`src/hdl/bls_pkg.sv`:
```
// Shared types and constants of the one-wire backlight level sender.
package bls_pkg;

   localparam int LEVEL_WIDTH    = 8;
   localparam int DURATION_WIDTH = 17;
   localparam int QUEUE_DEPTH    = 2;
   localparam int QUEUE_PTR_WIDTH = $clog2(QUEUE_DEPTH);
   localparam int QUEUE_CNT_WIDTH = $clog2(QUEUE_DEPTH + 1);

   localparam logic [LEVEL_WIDTH-1:0] MAX_LEVEL = 8'd32;
   localparam logic [7:0] DATA_MASK = 8'h1F;

   localparam logic [7:0] CYCLES_PER_US_RESET  = 8'd1;
   localparam logic [7:0] DEVICE_ADDRESS_RESET = 8'h72;

   // opcodes of an input item
   localparam logic OPC_TICK    = 1'b0;
   localparam logic OPC_REQUEST = 1'b1;

   // register indexes of the configuration port
   localparam logic CSR_CYCLES_PER_US  = 1'b0;
   localparam logic CSR_DEVICE_ADDRESS = 1'b1;

   // waveform timings in microseconds
   localparam logic [DURATION_WIDTH-1:0] DUR_OFF_HOLD  = 17'd3000;
   localparam logic [DURATION_WIDTH-1:0] DUR_MODE_WAIT = 17'd100000;
   localparam logic [DURATION_WIDTH-1:0] DUR_MS_HIGH1  = 17'd120;
   localparam logic [DURATION_WIDTH-1:0] DUR_MS_LOW    = 17'd280;
   localparam logic [DURATION_WIDTH-1:0] DUR_MS_HIGH2  = 17'd650;
   localparam logic [DURATION_WIDTH-1:0] DUR_SHORT     = 17'd10;
   localparam logic [DURATION_WIDTH-1:0] DUR_LONG      = 17'd180;

   // classified item passed from the front end to the sequencer
   typedef struct packed {
      logic       opcode;
      logic       power_on;
      logic       level_zero;
      logic [7:0] data_byte;
   } bls_item_type;

   // queue status seen by the top level
   typedef struct packed {
      logic                       empty;
      logic                       full;
      logic [QUEUE_CNT_WIDTH-1:0] count;
   } bls_qstat_type;

endpackage

```
`src/hdl/bls_req_if.sv`:
```
// Request channel: opcode, level and power state with valid/ready.
interface bls_req_if;
   logic                           valid;
   logic                           ready;
   logic                           opcode;
   logic [bls_pkg::LEVEL_WIDTH-1:0] level;
   logic                           power_on;

   modport source (output valid, output opcode, output level, output power_on, input ready);
   modport sink   (input valid, input opcode, input level, input power_on, output ready);
endinterface

```
`src/hdl/bls_rsp_if.sv`:
```
// Result channel: line level, busy and accepted flags with valid/ready.
interface bls_rsp_if;
   logic valid;
   logic ready;
   logic line_out;
   logic busy_res;
   logic accepted;

   modport source (output valid, output line_out, output busy_res, output accepted, input ready);
   modport sink   (input valid, input line_out, input busy_res, input accepted, output ready);
endinterface

```
`src/hdl/bls_csr_if.sv`:
```
// Configuration write channel: register index and data with valid/ready.
interface bls_csr_if;
   logic       valid;
   logic       ready;
   logic       index;
   logic [7:0] data;

   modport source (output valid, output index, output data, input ready);
   modport sink   (input valid, input index, input data, output ready);
endinterface

```
`src/hdl/bls_front.sv`:
```
// Front end: takes request-channel transfers and classifies them for the queue.
module bls_front (
   bls_req_if.sink               req_ch,
   input  logic                  queue_full,
   output logic                  push,
   output bls_pkg::bls_item_type item
);

   logic [bls_pkg::LEVEL_WIDTH-1:0] level_sat;

   assign req_ch.ready = ~queue_full;
   assign push         = req_ch.valid & ~queue_full;

   // saturate, then data byte is (level - 1) masked to five bits
   assign level_sat = (req_ch.level > bls_pkg::MAX_LEVEL) ? bls_pkg::MAX_LEVEL : req_ch.level;

   always_comb begin
      item.opcode     = req_ch.opcode;
      item.power_on   = req_ch.power_on;
      item.level_zero = (level_sat == '0);
      item.data_byte  = (level_sat - 8'd1) & bls_pkg::DATA_MASK;
   end

endmodule

```
`src/hdl/bls_queue.sv`:
```
// Short FIFO of classified items between the front end and the sequencer.
module bls_queue (
   input  logic                   clock,
   input  logic                   reset,
   input  logic                   push,
   input  bls_pkg::bls_item_type  push_item,
   input  logic                   pop,
   output logic                   head_valid,
   output bls_pkg::bls_item_type  head_item,
   output bls_pkg::bls_qstat_type status
);

   bls_pkg::bls_item_type                mem_ff [bls_pkg::QUEUE_DEPTH];
   logic [bls_pkg::QUEUE_PTR_WIDTH-1:0]  wr_ptr_ff, wr_ptr_in;
   logic [bls_pkg::QUEUE_PTR_WIDTH-1:0]  rd_ptr_ff, rd_ptr_in;
   logic [bls_pkg::QUEUE_CNT_WIDTH-1:0]  count_ff, count_in;

   localparam logic [bls_pkg::QUEUE_PTR_WIDTH-1:0] LAST_PTR =
      bls_pkg::QUEUE_PTR_WIDTH'(bls_pkg::QUEUE_DEPTH - 1);
   localparam logic [bls_pkg::QUEUE_CNT_WIDTH-1:0] FULL_COUNT =
      bls_pkg::QUEUE_CNT_WIDTH'(bls_pkg::QUEUE_DEPTH);

   always_comb begin
      wr_ptr_in = wr_ptr_ff;
      rd_ptr_in = rd_ptr_ff;
      count_in  = count_ff;
      if (push)
         wr_ptr_in = (wr_ptr_ff == LAST_PTR) ? '0 : wr_ptr_ff + 1'b1;
      if (pop)
         rd_ptr_in = (rd_ptr_ff == LAST_PTR) ? '0 : rd_ptr_ff + 1'b1;
      if (push && !pop)
         count_in = count_ff + 1'b1;
      else if (pop && !push)
         count_in = count_ff - 1'b1;
   end

   always_ff @(posedge clock) begin
      if (reset) begin
         wr_ptr_ff <= '0;
         rd_ptr_ff <= '0;
         count_ff  <= '0;
      end else begin
         wr_ptr_ff <= wr_ptr_in;
         rd_ptr_ff <= rd_ptr_in;
         count_ff  <= count_in;
      end
   end

   always_ff @(posedge clock) begin
      if (push)
         mem_ff[wr_ptr_ff] <= push_item;
   end

   assign head_valid   = (count_ff != '0);
   assign head_item    = mem_ff[rd_ptr_ff];
   assign status.empty = (count_ff == '0);
   assign status.full  = (count_ff == FULL_COUNT);
   assign status.count = count_ff;

endmodule

```
`src/hdl/bls_back.sv`:
```
// Sequencer: waveform state machine, timing counters, settings and result register.
module bls_back (
   input  logic                  clock,
   input  logic                  reset,
   input  logic                  item_valid,
   input  bls_pkg::bls_item_type item,
   output logic                  pop,
   bls_csr_if.sink               csr_ch,
   bls_rsp_if.source             rsp_ch
);

   typedef enum logic [3:0] {
      PH_IDLE, PH_OFF_HOLD, PH_MODE_WAIT, PH_MS_HIGH1, PH_MS_LOW,
      PH_MS_HIGH2, PH_START, PH_BIT_LOW, PH_BIT_HIGH, PH_STOP
   } phase_type;

   phase_type                            phase_ff, phase_in;
   logic [bls_pkg::DURATION_WIDTH-1:0]   dur_ff, dur_in;
   logic [7:0]                           prescale_ff, prescale_in;
   logic [7:0]                           shift_ff, shift_in;
   logic [2:0]                           bit_idx_ff, bit_idx_in;
   logic                                 sending_data_ff, sending_data_in;
   logic [7:0]                           data_byte_ff, data_byte_in;
   logic                                 mode_sel_ff, mode_sel_in;
   logic                                 line_ff, line_in;
   logic                                 accepted_in;
   logic [7:0]                           cycles_per_us_ff, address_ff;
   logic                                 rsp_valid_ff, rsp_line_ff, rsp_busy_ff, rsp_acc_ff;
   logic                                 step;

   assign step         = item_valid & (~rsp_valid_ff | rsp_ch.ready);
   assign pop          = step;
   assign csr_ch.ready = 1'b1;

   always_comb begin
      logic [7:0]                         pc;
      logic [7:0]                         limit;
      logic [7:0]                         sh;
      logic [2:0]                         idx;
      logic [bls_pkg::DURATION_WIDTH-1:0] dec;

      phase_in        = phase_ff;
      dur_in          = dur_ff;
      prescale_in     = prescale_ff;
      shift_in        = shift_ff;
      bit_idx_in      = bit_idx_ff;
      sending_data_in = sending_data_ff;
      data_byte_in    = data_byte_ff;
      mode_sel_in     = mode_sel_ff;
      line_in         = line_ff;
      accepted_in     = 1'b0;

      pc    = prescale_ff + 8'd1;
      limit = (cycles_per_us_ff == '0) ? 8'd1 : cycles_per_us_ff;
      sh    = {shift_ff[6:0], 1'b0};
      idx   = bit_idx_ff + 3'd1;
      dec   = (dur_ff == '0) ? '0 : dur_ff - 1'b1;

      if (item.opcode == bls_pkg::OPC_TICK) begin
         if (phase_ff != PH_IDLE) begin
            if (pc < limit && pc != '0) begin
               prescale_in = pc;
            end else begin
               prescale_in = '0;
               dur_in      = dec;
               if (dec == '0) begin
                  case (phase_ff)
                     PH_OFF_HOLD: begin
                        phase_in = PH_IDLE;
                        dur_in   = '0;
                     end
                     PH_MODE_WAIT: begin
                        phase_in = PH_MS_HIGH1;
                        line_in  = 1'b1;
                        dur_in   = bls_pkg::DUR_MS_HIGH1;
                     end
                     PH_MS_HIGH1: begin
                        phase_in = PH_MS_LOW;
                        line_in  = 1'b0;
                        dur_in   = bls_pkg::DUR_MS_LOW;
                     end
                     PH_MS_LOW: begin
                        phase_in = PH_MS_HIGH2;
                        line_in  = 1'b1;
                        dur_in   = bls_pkg::DUR_MS_HIGH2;
                     end
                     PH_MS_HIGH2: begin
                        sending_data_in = 1'b0;
                        shift_in        = address_ff;
                        bit_idx_in      = '0;
                        phase_in        = PH_START;
                        line_in         = 1'b1;
                        dur_in          = bls_pkg::DUR_SHORT;
                     end
                     PH_START: begin
                        phase_in = PH_BIT_LOW;
                        line_in  = 1'b0;
                        dur_in   = shift_ff[7] ? bls_pkg::DUR_SHORT : bls_pkg::DUR_LONG;
                     end
                     PH_BIT_LOW: begin
                        phase_in = PH_BIT_HIGH;
                        line_in  = 1'b1;
                        dur_in   = shift_ff[7] ? bls_pkg::DUR_LONG : bls_pkg::DUR_SHORT;
                     end
                     PH_BIT_HIGH: begin
                        shift_in   = sh;
                        bit_idx_in = idx;
                        line_in    = 1'b0;
                        if (idx == '0) begin
                           phase_in = PH_STOP;
                           dur_in   = bls_pkg::DUR_SHORT;
                        end else begin
                           phase_in = PH_BIT_LOW;
                           dur_in   = sh[7] ? bls_pkg::DUR_SHORT : bls_pkg::DUR_LONG;
                        end
                     end
                     PH_STOP: begin
                        line_in = 1'b1;
                        if (!sending_data_ff) begin
                           sending_data_in = 1'b1;
                           shift_in        = data_byte_ff;
                           bit_idx_in      = '0;
                           phase_in        = PH_START;
                           dur_in          = bls_pkg::DUR_SHORT;
                        end else begin
                           phase_in = PH_IDLE;
                           dur_in   = '0;
                        end
                     end
                     default: begin
                        phase_in = PH_IDLE;
                        dur_in   = '0;
                     end
                  endcase
               end
            end
         end
      end else if (phase_ff == PH_IDLE) begin
         accepted_in = 1'b1;
         if (!item.power_on) begin
            line_in = 1'b0;
         end else begin
            prescale_in = '0;
            if (item.level_zero) begin
               mode_sel_in = 1'b0;
               phase_in    = PH_OFF_HOLD;
               line_in     = 1'b0;
               dur_in      = bls_pkg::DUR_OFF_HOLD;
            end else begin
               data_byte_in    = item.data_byte;
               sending_data_in = 1'b0;
               if (!mode_sel_ff) begin
                  mode_sel_in = 1'b1;
                  phase_in    = PH_MODE_WAIT;
                  dur_in      = bls_pkg::DUR_MODE_WAIT;
               end else begin
                  shift_in   = address_ff;
                  bit_idx_in = '0;
                  phase_in   = PH_START;
                  line_in    = 1'b1;
                  dur_in     = bls_pkg::DUR_SHORT;
               end
            end
         end
      end
   end

   always_ff @(posedge clock) begin
      if (reset) begin
         phase_ff         <= PH_IDLE;
         dur_ff           <= '0;
         prescale_ff      <= '0;
         shift_ff         <= '0;
         bit_idx_ff       <= '0;
         sending_data_ff  <= 1'b0;
         data_byte_ff     <= '0;
         mode_sel_ff      <= 1'b1;
         line_ff          <= 1'b1;
         cycles_per_us_ff <= bls_pkg::CYCLES_PER_US_RESET;
         address_ff       <= bls_pkg::DEVICE_ADDRESS_RESET;
         rsp_valid_ff     <= 1'b0;
      end else begin
         if (step) begin
            phase_ff        <= phase_in;
            dur_ff          <= dur_in;
            prescale_ff     <= prescale_in;
            shift_ff        <= shift_in;
            bit_idx_ff      <= bit_idx_in;
            sending_data_ff <= sending_data_in;
            data_byte_ff    <= data_byte_in;
            mode_sel_ff     <= mode_sel_in;
            line_ff         <= line_in;
            rsp_valid_ff    <= 1'b1;
         end else if (rsp_ch.ready) begin
            rsp_valid_ff    <= 1'b0;
         end
         if (csr_ch.valid) begin
            case (csr_ch.index)
               bls_pkg::CSR_CYCLES_PER_US:  cycles_per_us_ff <= csr_ch.data;
               bls_pkg::CSR_DEVICE_ADDRESS: address_ff       <= csr_ch.data;
               default: ;
            endcase
         end
      end
      if (step) begin
         rsp_line_ff <= line_in;
         rsp_busy_ff <= (phase_in != PH_IDLE);
         rsp_acc_ff  <= accepted_in;
      end
   end

   assign rsp_ch.valid    = rsp_valid_ff;
   assign rsp_ch.line_out = rsp_line_ff;
   assign rsp_ch.busy_res = rsp_busy_ff;
   assign rsp_ch.accepted = rsp_acc_ff;

endmodule

```
`src/hdl/one_wire_backlight_level_sender.sv`:
```
// Top level of the one-wire backlight level sender.
//
// Channels: req_ch carries one item per transfer, either a tick (one step of the
// microsecond prescaler) or a brightness request with level and power state. rsp_ch
// returns exactly one result per item: line level, busy flag and whether a
// request was taken. csr_ch writes the two settings (clock cycles per
// microsecond, device address); it is always ready. It must be written only
// with no item in flight; the block itself does not enforce this.
//
// Throughput: one item per clock cycle while the output register is free or
// being read. The front end classifies the item into a two-entry queue; the
// sequencer takes one queued item each such cycle and updates its state
// machine in that same cycle. With the queue empty, a req_ch item is registered
// in the queue and then in the output register before rsp_ch valid rises.
//
// Stalls: a stalled result holds in the output register while the queue keeps
// taking items; req_ch.ready drops only once both queue entries are full.
// Reset (synchronous): idle, line high, mode flag set, settings back to
// defaults, queue and output register empty.
module one_wire_backlight_level_sender (
   input  logic       clock,
   input  logic       reset,
   bls_req_if.sink    req_ch,
   bls_rsp_if.source  rsp_ch,
   bls_csr_if.sink    csr_ch
);

   bls_pkg::bls_item_type  front_item;
   bls_pkg::bls_item_type  head_item;
   bls_pkg::bls_qstat_type q_status;
   logic                   push;
   logic                   pop;
   logic                   head_valid;

   // front end: classify and push
   bls_front u_front (
      .req_ch     (req_ch),
      .queue_full (q_status.full),
      .push       (push),
      .item       (front_item)
   );

   // decoupling queue
   bls_queue u_queue (
      .clock      (clock),
      .reset      (reset),
      .push       (push),
      .push_item  (front_item),
      .pop        (pop),
      .head_valid (head_valid),
      .head_item  (head_item),
      .status     (q_status)
   );

   // sequencer, settings and result register
   bls_back u_back (
      .clock      (clock),
      .reset      (reset),
      .item_valid (head_valid),
      .item       (head_item),
      .pop        (pop),
      .csr_ch     (csr_ch),
      .rsp_ch     (rsp_ch)
   );

   // a taken request that leaves the block idle can only be a power-off request
   a_idle_accept_low: assert property (@(posedge clock) disable iff (reset)
      rsp_ch.valid && rsp_ch.accepted && !rsp_ch.busy_res |-> !rsp_ch.line_out)
      else $error("idle accepted result with line high");

   // no result is pending right after reset
   a_reset_empty: assert property (@(posedge clock)
      $past(reset) |-> !rsp_ch.valid)
      else $error("result valid after reset");

   // queue fill moves by at most one entry per cycle
   a_queue_step: assert property (@(posedge clock) disable iff (reset)
      !$past(reset) |-> (q_status.count == $past(q_status.count)) ||
                        (q_status.count == $past(q_status.count) + 2'd1) ||
                        (q_status.count + 2'd1 == $past(q_status.count)))
      else $error("queue count jumped");

   // an item in the queue is drained whenever the output register is free
   a_drain: assert property (@(posedge clock) disable iff (reset)
      !q_status.empty && !rsp_ch.valid |-> pop)
      else $error("queued item not drained");

endmodule

```
`src/flat_wrapper.sv`:
```
// flat-port wrapper written by rule: the top's interface ports become plain ports
module one_wire_backlight_level_sender_flat 
  (clock, reset, req_ch_valid, req_ch_opcode, req_ch_level, req_ch_power_on, req_ch_ready, rsp_ch_valid, rsp_ch_line_out, rsp_ch_busy_res, rsp_ch_accepted, rsp_ch_ready, csr_ch_valid, csr_ch_index, csr_ch_data, csr_ch_ready);
  bls_req_if req_ch_i ();
  bls_rsp_if rsp_ch_i ();
  bls_csr_if csr_ch_i ();
  input  logic clock;
  input  logic reset;
  input wire logic [$bits(req_ch_i.valid)-1:0] req_ch_valid;
  input wire logic [$bits(req_ch_i.opcode)-1:0] req_ch_opcode;
  input wire logic [$bits(req_ch_i.level)-1:0] req_ch_level;
  input wire logic [$bits(req_ch_i.power_on)-1:0] req_ch_power_on;
  output wire logic [$bits(req_ch_i.ready)-1:0] req_ch_ready;
  output wire logic [$bits(rsp_ch_i.valid)-1:0] rsp_ch_valid;
  output wire logic [$bits(rsp_ch_i.line_out)-1:0] rsp_ch_line_out;
  output wire logic [$bits(rsp_ch_i.busy_res)-1:0] rsp_ch_busy_res;
  output wire logic [$bits(rsp_ch_i.accepted)-1:0] rsp_ch_accepted;
  input wire logic [$bits(rsp_ch_i.ready)-1:0] rsp_ch_ready;
  input wire logic [$bits(csr_ch_i.valid)-1:0] csr_ch_valid;
  input wire logic [$bits(csr_ch_i.index)-1:0] csr_ch_index;
  input wire logic [$bits(csr_ch_i.data)-1:0] csr_ch_data;
  output wire logic [$bits(csr_ch_i.ready)-1:0] csr_ch_ready;
  assign req_ch_i.valid = req_ch_valid;
  assign req_ch_i.opcode = req_ch_opcode;
  assign req_ch_i.level = req_ch_level;
  assign req_ch_i.power_on = req_ch_power_on;
  assign req_ch_ready = req_ch_i.ready;
  assign rsp_ch_valid = rsp_ch_i.valid;
  assign rsp_ch_line_out = rsp_ch_i.line_out;
  assign rsp_ch_busy_res = rsp_ch_i.busy_res;
  assign rsp_ch_accepted = rsp_ch_i.accepted;
  assign rsp_ch_i.ready = rsp_ch_ready;
  assign csr_ch_i.valid = csr_ch_valid;
  assign csr_ch_i.index = csr_ch_index;
  assign csr_ch_i.data = csr_ch_data;
  assign csr_ch_ready = csr_ch_i.ready;
  one_wire_backlight_level_sender u_core (.clock(clock), .reset(reset), .req_ch(req_ch_i), .rsp_ch(rsp_ch_i), .csr_ch(csr_ch_i));
endmodule
```
`config.mk`:
```
export PLATFORM = sky130hd
export DESIGN_NAME = one_wire_backlight_level_sender_flat
export DESIGN_NICKNAME = d
export VERILOG_FILES = /design/src/hdl/bls_pkg.sv /design/src/hdl/bls_req_if.sv /design/src/hdl/bls_rsp_if.sv /design/src/hdl/bls_csr_if.sv /design/src/hdl/bls_front.sv /design/src/hdl/bls_queue.sv /design/src/hdl/bls_back.sv /design/src/hdl/one_wire_backlight_level_sender.sv /design/src/flat_wrapper.sv
export SDC_FILE = /design/constraint.sdc
export NUM_CORES = 1
export LEC_CHECK = 0
export BUFFER_PORTS_ARGS = -buffer_cell sky130_fd_sc_hd__buf_2
export CORE_MARGIN = 3
export CORE_UTILIZATION = 35
export CTS_BUF_LIST = sky130_fd_sc_hd__clkbuf_4 sky130_fd_sc_hd__clkbuf_8
export CTS_CLUSTER_SIZE = 40
export DETAILED_ROUTE_END_ITERATION = 8
export GPL_ROUTABILITY_DRIVEN = 0
export HOLD_SLACK_MARGIN = 0.08
export MAX_ROUTING_LAYER = met4
export SETUP_SLACK_MARGIN = 0.02
export SLEW_MARGIN = 10
export SYNTH_ARGS = -nofsm -noshare
export SYNTH_HDL_FRONTEND = slang
export SYNTH_SLANG_ARGS = --single-unit
```
`constraint.sdc`:
```
create_clock -name clock -period 4.3 [get_ports clock]
set_input_delay 0.215 -clock clock [delete_from_list [all_inputs] [get_ports clock]]
set_output_delay 0.215 -clock clock [all_outputs]
set_load 0.05 [all_outputs]
```
======== After elaboration in Yosys (flattened, before gate mapping) ========
Memory sizes are Yosys's and may differ from the RTL's. A register that Yosys moved wholly into a read port is not among the register bits.
Index checks and enable logic that the tools add are counted.
cells by class
  add/sub/neg operators ................... 8
  $mul .................................... 0
  div/mod/pow operators ................... 0
  order comparisons ....................... 2
  equal/unequal tests ..................... 15
  shift operators ......................... 0
  muxes and demuxes ....................... 82
  bitwise logic cells ..................... 7
  reduce and logical (&&, ||, !) cells .... 31
operator list
  cell                                                                    count
  8-bit 2-to-1 mux                                                        20
  17-bit 2-to-1 mux                                                       9
  10-bit case mux with 8 select lines                                     1
  3-bit 2-to-1 mux                                                        12
  17-bit logical NOT                                                      2
  4-bit 2-to-1 mux                                                        8
  4-bit case mux with 8 select lines                                      1
  1-bit 2-to-1 mux                                                        25
  8-bit case mux with 3 select lines                                      1
  17-bit by 1-bit subtractor with 17-bit output (second input constant)   1
  4-bit by 3-bit equality test with 1-bit output (second input constant)  4
  8-bit logical NOT                                                       2
  4-bit nonzero test                                                      3
  10-bit AND reduction                                                    1
  5-bit AND reduction                                                     2
  2-bit nonzero test                                                      5
  3-bit case mux with 3 select lines                                      1
  8-bit by 1-bit adder with 8-bit output (second input constant)          1
  4-bit by 2-bit equality test with 1-bit output (second input constant)  2
  4-bit equality test (second input constant)                             2
  8-bit by 6-bit > comparator with 1-bit output (second input constant)   1
  8-bit < comparator                                                      1
  4-bit AND reduction                                                     2
  8-bit AND reduction                                                     1
  other kinds (23)                                                        37
word-level totals
  register bits after elaboration ......... 75
  bits in latches ......................... 0
  RAM bits ................................ 16
  ROM bits ................................ 0
  input port bits ......................... 24
  output and inout port bits .............. 6
  word-level logic and storage cells ...... 164
  memories ................................ 1
memory list
  memory                 words  width  read ports  clocked after Yosys merged registers in  wr ports  RTL line         text
  u_core.u_queue.mem_ff  2      8      1           1                                        1         bls_queue.sv:13  bls_pkg::bls_item_type mem_ff [bls_pkg::QUEUE_DEPTH];

======== Longest topological paths before layout ========
Gate-level depths: netlist of run 1.
  depth in word-level cells ............... 9
  mapped depth ............................ 13
  depth with buffers taken out ............ 12

======== Cells and area by module ========
A second synthesis of run 1 with hierarchy kept.
second synthesis, totals
  cell total of the unflattened synthesis .. 627
  area, all modules ....................... 5495.3 µm²
modules (own cells, without submodules)
  module     instances  cells each  area an instance (µm²)  sequential area each (µm²)
  bls_back   1          546         4331.7                  1451.4
  bls_queue  1          57          1003.5                  760.7
  bls_front  1          24          160.2                   0.0

======== Worst setup path before layout of run 1 ========
Ideal clock, no wire load.
  path type ............................... register to register
  from .................................... register u_core.u_back.prescale_ff[0]
  to ...................................... register u_core.u_back.line_ff
  library setup time ...................... 120 ps
  arrival time ............................ 2968 ps
  required time ........................... 4180 ps
  path slack .............................. 1212 ps
  cell stages (with the launch flop) ...... 14
  buffers on the path ..................... 1
  clock period less this slack ............ 3088 ps
  path through ............................ dfxtp_1 ha_1 nand3_1 nor2_1 xor2_1 ha_1 nand2_1 nor2_1 a2111oi_0 nand3_1 and3_1 buf_6 a211o_1 o31a_1
on the way
  longest elaborated chain between the ends .. 6
  elaborated cells on any way between the ends .. 7
  those cells by class .................... add/sub (1); order compare (1); mux (3); reduce/logical (2)
RTL lines
  what                                                             RTL line         text
  from (decl)                                                      bls_back.sv:19   logic [7:0] prescale_ff, prescale_in;
  from (signal assigned)                                           bls_back.sv:186  prescale_ff <= prescale_in;
  8-bit by 1-bit adder with 8-bit output *                         bls_back.sv:53   pc = prescale_ff + 8'd1;
  8-bit < comparator / 8-bit nonzero test (equally long branches)  bls_back.sv:61   if (pc < limit && pc != '0) begin
  1-bit logical AND *                                              bls_back.sv:61
  1-bit 2-to-1 mux *                                               bls_back.sv:61
  1-bit 2-to-1 mux *                                               bls_back.sv:60   if (phase_ff != PH_IDLE) begin
  1-bit 2-to-1 mux *                                               bls_back.sv:59   if (item.opcode == bls_pkg::OPC_TICK) begin
  named net u_core.u_back.line_in                                  bls_back.sv:25   logic line_ff, line_in;
  to (signal assigned)                                             bls_back.sv:192  line_ff <= line_in;
  to (decl)                                                        bls_back.sv:25
The timed path passes the listed nets; every way through them passes the cells marked *.
A chain may end at the register's enable or synchronous reset.

======== Final worst setup path of run 1 ========
  from .................................... register u_core.u_back.prescale_ff[0]
  to ...................................... register u_core.u_back.bit_idx_ff[0]
on the way
  longest elaborated chain between the ends .. 5
  elaborated cells on any way between the ends .. 6
  those cells by class .................... add/sub (1); order compare (1); eq/ne (1); reduce/logical (3)
RTL lines
  what                                                             RTL line         text
  8-bit by 1-bit adder with 8-bit output *                         bls_back.sv:53
  8-bit < comparator / 8-bit nonzero test (equally long branches)  bls_back.sv:61
  1-bit logical AND *                                              bls_back.sv:61
  2-bit != test (no source line) *                                 n/a
  10-bit AND reduction (no source line) *                          n/a
  to (signal assigned)                                             bls_back.sv:188  bit_idx_ff <= bit_idx_in;
  to (decl)                                                        bls_back.sv:21   logic [2:0] bit_idx_ff, bit_idx_in;
Mark *: on every way between the ends. The rest lies on a longest branch, timed or not.

==> impl_metrics.tcl, run 1 <==
set metrics [dict create \
    track_usage_pct 15.82 \
    synth.largest_area_cell "sky130_fd_sc_hd__dfxtp_1" \
    final.setup.worst_slack_ns 0.6063 \
    gr-max-usage-layer "met2" \
    worst_reg2reg_path_length_in_cells 12 \
    grt_util_met2_pct 24.83 \
    rsz0062_at_grt "false" \
    detail_route.first_pass.iterations 5 \
    num_io_pins 30 \
    cts.root.buffer_cell "sky130_fd_sc_hd__clkbuf_8" \
    total_core_area_um2 13560 \
    port-buffer-count 28 \
    cts_made_buffers 9 \
    first_iter_violations 396 \
    grt_pass1_vias 4108 \
    cts-htree-levels 3 \
    cts_tree "done" \
    post_synth_most_frequent_cells "sky130_fd_sc_hd__dfxtp_1, sky130_fd_sc_hd__nand2_1, sky130_fd_sc_hd__nor2_1, sky130_fd_sc_hd__a21oi_1, sky130_fd_sc_hd__o21ai_0" \
    clkLatencyLatePin_ns 0.38 \
    wire_per_inst_um 15.20 \
    synth_seq_cells 89 \
    final_period_minus_worst_setup_slack_ns 3.694 \
    fin_tns_setup_ns 0 \
    drt-vias-per-instance 5.571 \
    hold-path-cell-count 3 \
    ys_seq_area_share_pct 39.55 \
    cp_data_required_time_ns 4.59 \
    synth.yosys.warnings 0 \
    post-synth-top-count-cell "sky130_fd_sc_hd__dfxtp_1" \
    groute.layer.met3.usage_pct 2.644 \
    detailed_route_wire_length_mm 12.05 \
    total_leakage_power_nw 1.977 \
    postSynthNetCount 637 \
    area_growth_syn_to_layout_pct 9.209 \
    cts.repair_timing.setup_buffer_count 0 \
    netlist.area_leader.share_pct 28.11 \
    netlist_area_um2 4986 \
    path_max_fanout 10 \
    startpoint_type "flop" \
    worst_setup_hold_path_clk_slew_ns 0.08 \
    start_util_pct 36.78 \
    maxSlewHeadroom_pct 23.41 \
    synthCells 600 \
    drt_drc_violations_left 0 \
    worst-setup-path-type "flop to flop" \
    rr_startpoint "u_core.u_back.prescale_ff[0]" \
    synth_cell_types 68 \
    power-per-cell-area_nw_per_um2 722.9 \
    maxCapViolCount 0 \
    cts_buffer_depth 2 \
    postSynth.topFlopCell "sky130_fd_sc_hd__dfxtp_1" \
    ir_drop_v 0.0003211 \
    final-max-slew-violation-count 0 \
    worstPathArrival_ns 3.98 \
    grt_pass1_wl_mm 20.10 \
    status "finished clean" \
    grt_max_degree 51 \
    max_freq_mhz 270.7 \
    drt.antenna.violating_nets 0 \
    crit_chain "ha_1 -> nand3_1 -> nor2_1 -> xor2_1 -> ha_1 -> nand4_1 -> a21oi_1 -> a2111oi_0 -> a31oi_1 -> o21ai_1 -> o21ai_0 -> a21oi_1" \
    synth-async-reset-ratio_pct 0 \
    critical_path.endpoint_type "flop" \
    cp_top_family "compound AO/OA/AOI/OAI gates" \
    nNetsFinal 649 \
    worst_hold_path_startpoint "csr_ch_data[1]" \
    die_area_um2 15710 \
    hold_class "primary input to flop" \
    synth_enable_flop_cells 19 \
    timing.critical_path.slowest_cell_delay_ns 0.65 \
    final_min_period_over_clock_period_pct 85.90 \
    setup_viol 0 \
    timing_hold_violations_final 0 \
    final.setup_skew_ns 0.01860 \
    timing_worst_slew_pin_value_ns 1.146 \
    floorplan.die.height_um 125.4 \
    post-dp-hpwl_mm 8.508 \
    synth.avg_cell_area_um2 8.310 \
    slowest_stage "sky130_fd_sc_hd__o21ai_1" \
    number_of_antenna_violations_at_the_first_check_in_global_routing 0 \
    antennaDiodeCount 0 \
    path_buf_inv 0 \
    placement.setup.worst_slack_ns 0.7447 \
    final_layout_size_suffix_gt1_share_pct 9.724 \
    timing.critical_path.from "u_core.u_back.prescale_ff[0]" \
    critical_path_depth 12 \
    grt.overflow.total 0 \
    synth.area.top_cells "sky130_fd_sc_hd__dfxtp_1, sky130_fd_sc_hd__edfxtp_1, sky130_fd_sc_hd__a21oi_1, sky130_fd_sc_hd__nand2_1, sky130_fd_sc_hd__nor2_1" \
    total_vias_in_the_final_route 4418 \
    globalRouteMet1Util_pct 20.73 \
    die_width_um 125.4 \
    clock_sinks 89 \
    fp-row-count 42 \
]
[logic make-up (layout without fill, tap and decap cells)]
| group | after synthesis | after routing | synth area share (%) |
|---|---|---|---|
| AND/OR/NAND/NOR | 240 | 240 | 24.19 |
| AO/OA/AOI/OAI | 162 | 162 | 21.00 |
| flip-flops | 89 | 89 | 39.55 |
| buffers and inverters | 57 | 74 | 4.893 |
| XOR/XNOR | 25 | 25 | 4.391 |
| adder cells (fa/ha/maj) | 13 | 13 | 3.262 |
| multiplexers | 13 | 13 | 2.635 |
| other | 1 | 1 | 0.07521 |
[sequential cells by signal (all words and copies together), names as in the netlist, named ones only]
register	flops
u_core.u_back.rsp_ch.busy_res	1
u_core.u_back.phase_ff	4
u_core.u_back.cycles_per_us_ff	8
u_core.u_back.shift_ff	8
u_core.u_queue.rd_ptr_ff	1
u_core.u_back.data_byte_ff	5
u_core.u_back.line_ff	1
u_core.u_back.rsp_ch.accepted	1
u_core.u_back.prescale_ff	8
u_core.u_queue.wr_ptr_ff	1
u_core.u_queue.count_ff	2
u_core.u_queue.mem_ff	16
u_core.u_back.address_ff	8
u_core.u_back.rsp_ch.line_out	1
u_core.u_back.bit_idx_ff	3
u_core.u_back.dur_ff	17
u_core.u_back.sending_data_ff	1
u_core.u_back.rsp_ch.valid	1
u_core.u_back.mode_sel_ff	1
[worst paths after layout]
check,to,slack (ns)
worst max-delay path,u_core.u_back.bit_idx_ff[0],0.61
worst min-delay path,u_core.u_back.cycles_per_us_ff[1],0.10
worst max register to register,u_core.u_back.bit_idx_ff[0],0.61
worst min register to register,u_core.u_back.address_ff[0],0.47
[worst register-to-register path: stages (launching register included)]
cell and delay, ns:
sky130_fd_sc_hd__dfxtp_1 0.49, sky130_fd_sc_hd__ha_1 0.28, sky130_fd_sc_hd__nand3_1 0.14, sky130_fd_sc_hd__nor2_1 0.20, sky130_fd_sc_hd__xor2_1 0.20, sky130_fd_sc_hd__ha_1 0.27
sky130_fd_sc_hd__nand4_1 0.11, sky130_fd_sc_hd__a21oi_1 0.05, sky130_fd_sc_hd__a2111oi_0 0.44, sky130_fd_sc_hd__a31oi_1 0.35, sky130_fd_sc_hd__o21ai_1 0.65, sky130_fd_sc_hd__o21ai_0 0.24
sky130_fd_sc_hd__a21oi_1 0.20
[power by group]
group          switching, W  internal (W)  total, W  leakage, nW
registers          0.000189       0.00102   0.00120        0.736
clock network      0.000296      0.000252  0.000548       0.0939
logic               0.00138      0.000804   0.00218         1.15
[cell type report]
| cell class | count | area [um2] |
|---|---|---|
| timing repair buffer | 37 | 220.2 |
| fill | 1399 | 8113 |
| clock buffer | 13 | 166.4 |
| clock inverter | 3 | 16.27 |
| inverter | 21 | 78.83 |
| tap | 176 | 220.2 |
| multi-input combinational | 454 | 2771 |
| sequential | 89 | 1972 |
[what timing repair did]
action	in CTS	in global routing
hold buffers	5	0
endpoints found under the setup margin	0	0
gates resized for setup	0	0
endpoints found under the hold margin	7	0
[placed cells by master (no fill, tap or decap), types with 12 or more instances in the layout]
cell	Yosys	final
sky130_fd_sc_hd__edfxtp_1	19	19
sky130_fd_sc_hd__buf_2	5	28
sky130_fd_sc_hd__inv_1	20	20
sky130_fd_sc_hd__dfxtp_1	70	70
sky130_fd_sc_hd__nor2_1	62	62
sky130_fd_sc_hd__xor2_1	15	15
sky130_fd_sc_hd__ha_1	13	13
sky130_fd_sc_hd__nor3_1	13	13
sky130_fd_sc_hd__o21ai_0	34	34
sky130_fd_sc_hd__nand3_1	20	20
sky130_fd_sc_hd__mux2i_1	12	12
sky130_fd_sc_hd__nand2_1	68	68
sky130_fd_sc_hd__a21oi_1	51	51
[per-stage QoR]
step | instance area [um2] | total power (W) | std cells | utilization [%] | hold slack (ns)
2_1_floorplan | 4986 | 0.002919 | 600 | - | 0.3139
3_3_place_gp | 5213 | 0.003327 | 772 | 38.45 | 0.4024
3_5_place_dp | 5213 | 0.003350 | 772 | 38.45 | 0.4079
4_1_cts | 5445 | 0.003914 | 793 | 40.16 | 0.08962
5_1_grt | 5445 | 0.004243 | 793 | 40.16 | 0.1028
6_report | 5445 | 0.003936 | 793 | 40.16 | 0.1026
[layer usage]
metal  vias up  wire length, um  share of wire [%]
met5         -                0                  0
met4         0              202                1.7
met3        16              550                4.6
met2       104             5628                 47
met1      2112             5671                 47
li1       2186                -                  -
Note: power is estimated with default switching activity, not from simulation.
==> inputs of run 2 (changes only) <==
--- a/config.mk
+++ b/config.mk
@@ -5,7 +5,9 @@
 export SDC_FILE = /design/constraint.sdc
 export NUM_CORES = 1
 export LEC_CHECK = 0
+export ABC_AREA = 1
 export BUFFER_PORTS_ARGS = -buffer_cell sky130_fd_sc_hd__buf_2
+export CAP_MARGIN = 30
 export CORE_MARGIN = 3
 export CORE_UTILIZATION = 35
 export CTS_BUF_LIST = sky130_fd_sc_hd__clkbuf_4 sky130_fd_sc_hd__clkbuf_8
==> run 2 against run 1 <==
Net effect: utilization up 0.19 points; cell count up 22%; register-to-register slack better by 0.49 ns; area after synthesis up 3.9%; critical path type unchanged.
==> impl_metrics.tcl, run 2 <==
set metrics [dict create \
    track_usage_pct 15.86 \
    critical_path.endpoint_type "flop" \
    floorplan.die.height_um 127.7 \
    post-synth-top-count-cell "sky130_fd_sc_hd__nand2_1" \
    crit_chain "inv_4 -> or2_4 -> o21ai_4 -> nand2_1 -> inv_2 -> nor2_1 -> nor2_2 -> nand2_2 -> inv_2 -> nand2_1 -> inv_2 -> nand2_4 -> nor2_8 -> inv_1 -> nor2_1 -> nor2_1" \
    reg_with_most_ffs "u_core.u_back.dur_ff" \
    post_synth_most_frequent_cells "sky130_fd_sc_hd__nand2_1, sky130_fd_sc_hd__nor2_1, sky130_fd_sc_hd__inv_1, sky130_fd_sc_hd__dfxtp_1, sky130_fd_sc_hd__o21ai_0" \
    die_area_um2 16300 \
    drt_drc_violations_left 0 \
    num-fill-cells 1538 \
    top_library_cells_by_usage_in_the_layout_fill_and_taps_aside "sky130_fd_sc_hd__nand2_1, sky130_fd_sc_hd__nor2_1, sky130_fd_sc_hd__inv_1" \
    timing_worst_slew_pin_value_ns 0.6977 \
    number_of_antenna_violations_at_the_first_check_in_global_routing 0 \
    startpoint_type "flop" \
    clock_sinks 89 \
    cp_data_required_time_ns 4.58 \
    fin_tns_setup_ns 0 \
    grt_pass1_vias 4227 \
    worst_setup_hold_path_clk_slew_ns 0.10 \
    drt-vias-per-instance 4.819 \
    timing_hold_violations_final 0 \
    globalRouteMet1Util_pct 21.52 \
    post-dp-hpwl_mm 9.112 \
    crit_end "u_core.u_back.bit_idx_ff[2]" \
    grt.overflow.total 0 \
    synth_enable_flop_cells 19 \
    rsz0062_at_grt "false" \
    timing.critical_path.slowest_cell_delay_ns 0.59 \
    synth.area.top_cells "sky130_fd_sc_hd__dfxtp_1, sky130_fd_sc_hd__nand2_1, sky130_fd_sc_hd__edfxtp_1, sky130_fd_sc_hd__nor2_1, sky130_fd_sc_hd__inv_1" \
    worst_hold_path_startpoint "csr_ch_data[7]" \
    detailed_route_wire_length_mm 12.26 \
    netlist_area_um2 5180 \
    final_period_minus_worst_setup_slack_ns 3.205 \
    start_util_pct 36.61 \
    synth_seq_cells 89 \
    ys_seq_area_share_pct 38.07 \
    cts_buffer_depth 2 \
    total_core_area_um2 14150 \
    reg_top3 "u_core.u_back.dur_ff (17), u_core.u_queue.mem_ff (16)" \
    finalCoreUtilization_pct 40.35 \
    synth.yosys.warnings 0 \
    largest_reg_flops 17 \
    path_max_fanout 19 \
    whs_ns 0.1172 \
    fp-row-count 43 \
    final_min_period_over_clock_period_pct 74.53 \
    groute.layer.met3.usage_pct 3.292 \
    cts-htree-levels 3 \
    max_freq_mhz 312.0 \
    synth.avg_cell_area_um2 6.834 \
    postSynthNetCount 795 \
    maxCapViolCount 0 \
    cts_made_buffers 9 \
    worst-setup-path-type "flop to flop" \
    cts.root.buffer_cell "sky130_fd_sc_hd__clkbuf_8" \
    final.setup_skew_ns 0.01353 \
    final-max-slew-violation-count 0 \
    setup_viol 0 \
    num_io_pins 30 \
    hold_class "primary input to flop" \
    grt_pass1_wl_mm 20.40 \
    worst_reg2reg_path_length_in_cells 16 \
    cts_tree "done" \
    grt_util_met2_pct 23.69 \
    total_vias_in_the_final_route 4670 \
    grt_max_degree 38 \
    area_growth_syn_to_layout_pct 10.22 \
    postSynth.topFlopCell "sky130_fd_sc_hd__dfxtp_1" \
    synth.largest_area_cell "sky130_fd_sc_hd__dfxtp_1" \
    antennaDiodeCount 0 \
    mostFrequentLayoutCell "sky130_fd_sc_hd__nand2_1" \
    clkLatencyLatePin_ns 0.38 \
    slowest_stage "sky130_fd_sc_hd__dfxtp_1" \
    netlist.area_leader.share_pct 27.05 \
    regToRegSetupSlack_ns 1.10 \
    maxSlewHeadroom_pct 53.32 \
    synthCells 758 \
    first_iter_violations 331 \
    wire_per_inst_um 12.65 \
    worstPathArrival_ns 3.49 \
    port-buffer-count 28 \
    status "finished clean" \
    gr-max-usage-layer "met2" \
    synth_cell_types 46 \
    final_layout_size_suffix_gt1_share_pct 10.27 \
    synth-async-reset-ratio_pct 0 \
    drt.antenna.violating_nets 0 \
    detail_route.first_pass.iterations 5 \
    nNetsFinal 821 \
    r2r_end "u_core.u_back.bit_idx_ff[2]" \
    die_width_um 127.7 \
    cts-resized-gates 0 \
]
## run 2: cell types whose count changed after synthesis, moves of 23 or more
cell / previous run / this run
sky130_fd_sc_hd__inv_1: 20 / 95
sky130_fd_sc_hd__nand3_1: 20 / 48
sky130_fd_sc_hd__nor2_1: 62 / 112
sky130_fd_sc_hd__o21ai_0: 34 / 57
sky130_fd_sc_hd__nand2_1: 68 / 182
## run 2: cell type report
class                      instances  area, um2  area share [%]
tap                              180      225.2           3.945
clock buffer                      11      138.9           2.433
multi-input combinational        545       2699           47.27
clock inverter                     5      66.31           1.162
inverter                         102      385.4           6.750
timing repair buffer              37      222.7           3.901
sequential                        89       1972           34.54
## run 2: how the worst min path moves through the flow
stage,endpoint,cells past startpoint
floorplan,u_core.u_queue.mem_ff[0][6],0
global placement,u_core.u_queue.mem_ff[0][6],1
detailed placement,u_core.u_queue.mem_ff[0][6],1
CTS,u_core.u_back.address_ff[1],3
global route,u_core.u_back.address_ff[1],3
finish,u_core.u_back.address_ff[7],3
## run 2: metrics by stage
stage / worst slack, ns / cell area (um2) / instances
final: 1.095 / 5709 / 969
after global routing: 0.7806 / 5709 / 969
after CTS: 1.090 / 5709 / 969
after detailed placement: 1.120 / 5444 / 947
after global placement: 1.205 / 5444 / 947
after floorplan: 1.844 / 5180 / 758
## run 2: what timing repair did
action,CTS,global route
buffers inserted,0,0
hold buffers,6,0
endpoints found under the hold margin,8,0
## run 2: kinds of logic (layout without fill, tap and decap cells)
| group | after synthesis | after routing | share of synthesized area, % |
|---|---|---|---|
| simple gates | 390 | 390 | 33.19 |
| flops | 89 | 89 | 38.07 |
| xor+xnor | 6 | 6 | 1.014 |
| mux | 1 | 1 | 0.1932 |
| buf+inv | 124 | 155 | 9.831 |
| compound gates | 134 | 134 | 14.49 |
| other cells | 1 | 1 | 0.07239 |
| fa+ha+maj | 13 | 13 | 3.140 |
## run 2: critical path: cells and delay by family (launching register included)
family                 cells  cell delay (ns)
buffers and inverters      5             0.79
AOI/OAI and AO/OA          1             0.22
DFF                        1             0.59
and+or+nand+nor           10             1.52
## run 2: per-layer routing
| metal | wire [um] | vias to the layer above |
|---|---|---|
| li1 | - | 2512 |
| met1 | 6200 | 2062 |
| met2 | 5435 | 87 |
| met3 | 477 | 9 |
| met4 | 145 | 0 |
| met5 | 0 | - |
Power of run 2 is not shown: default switching activity piles up to over one toggle a cycle in this logic, so the estimate is an artifact.
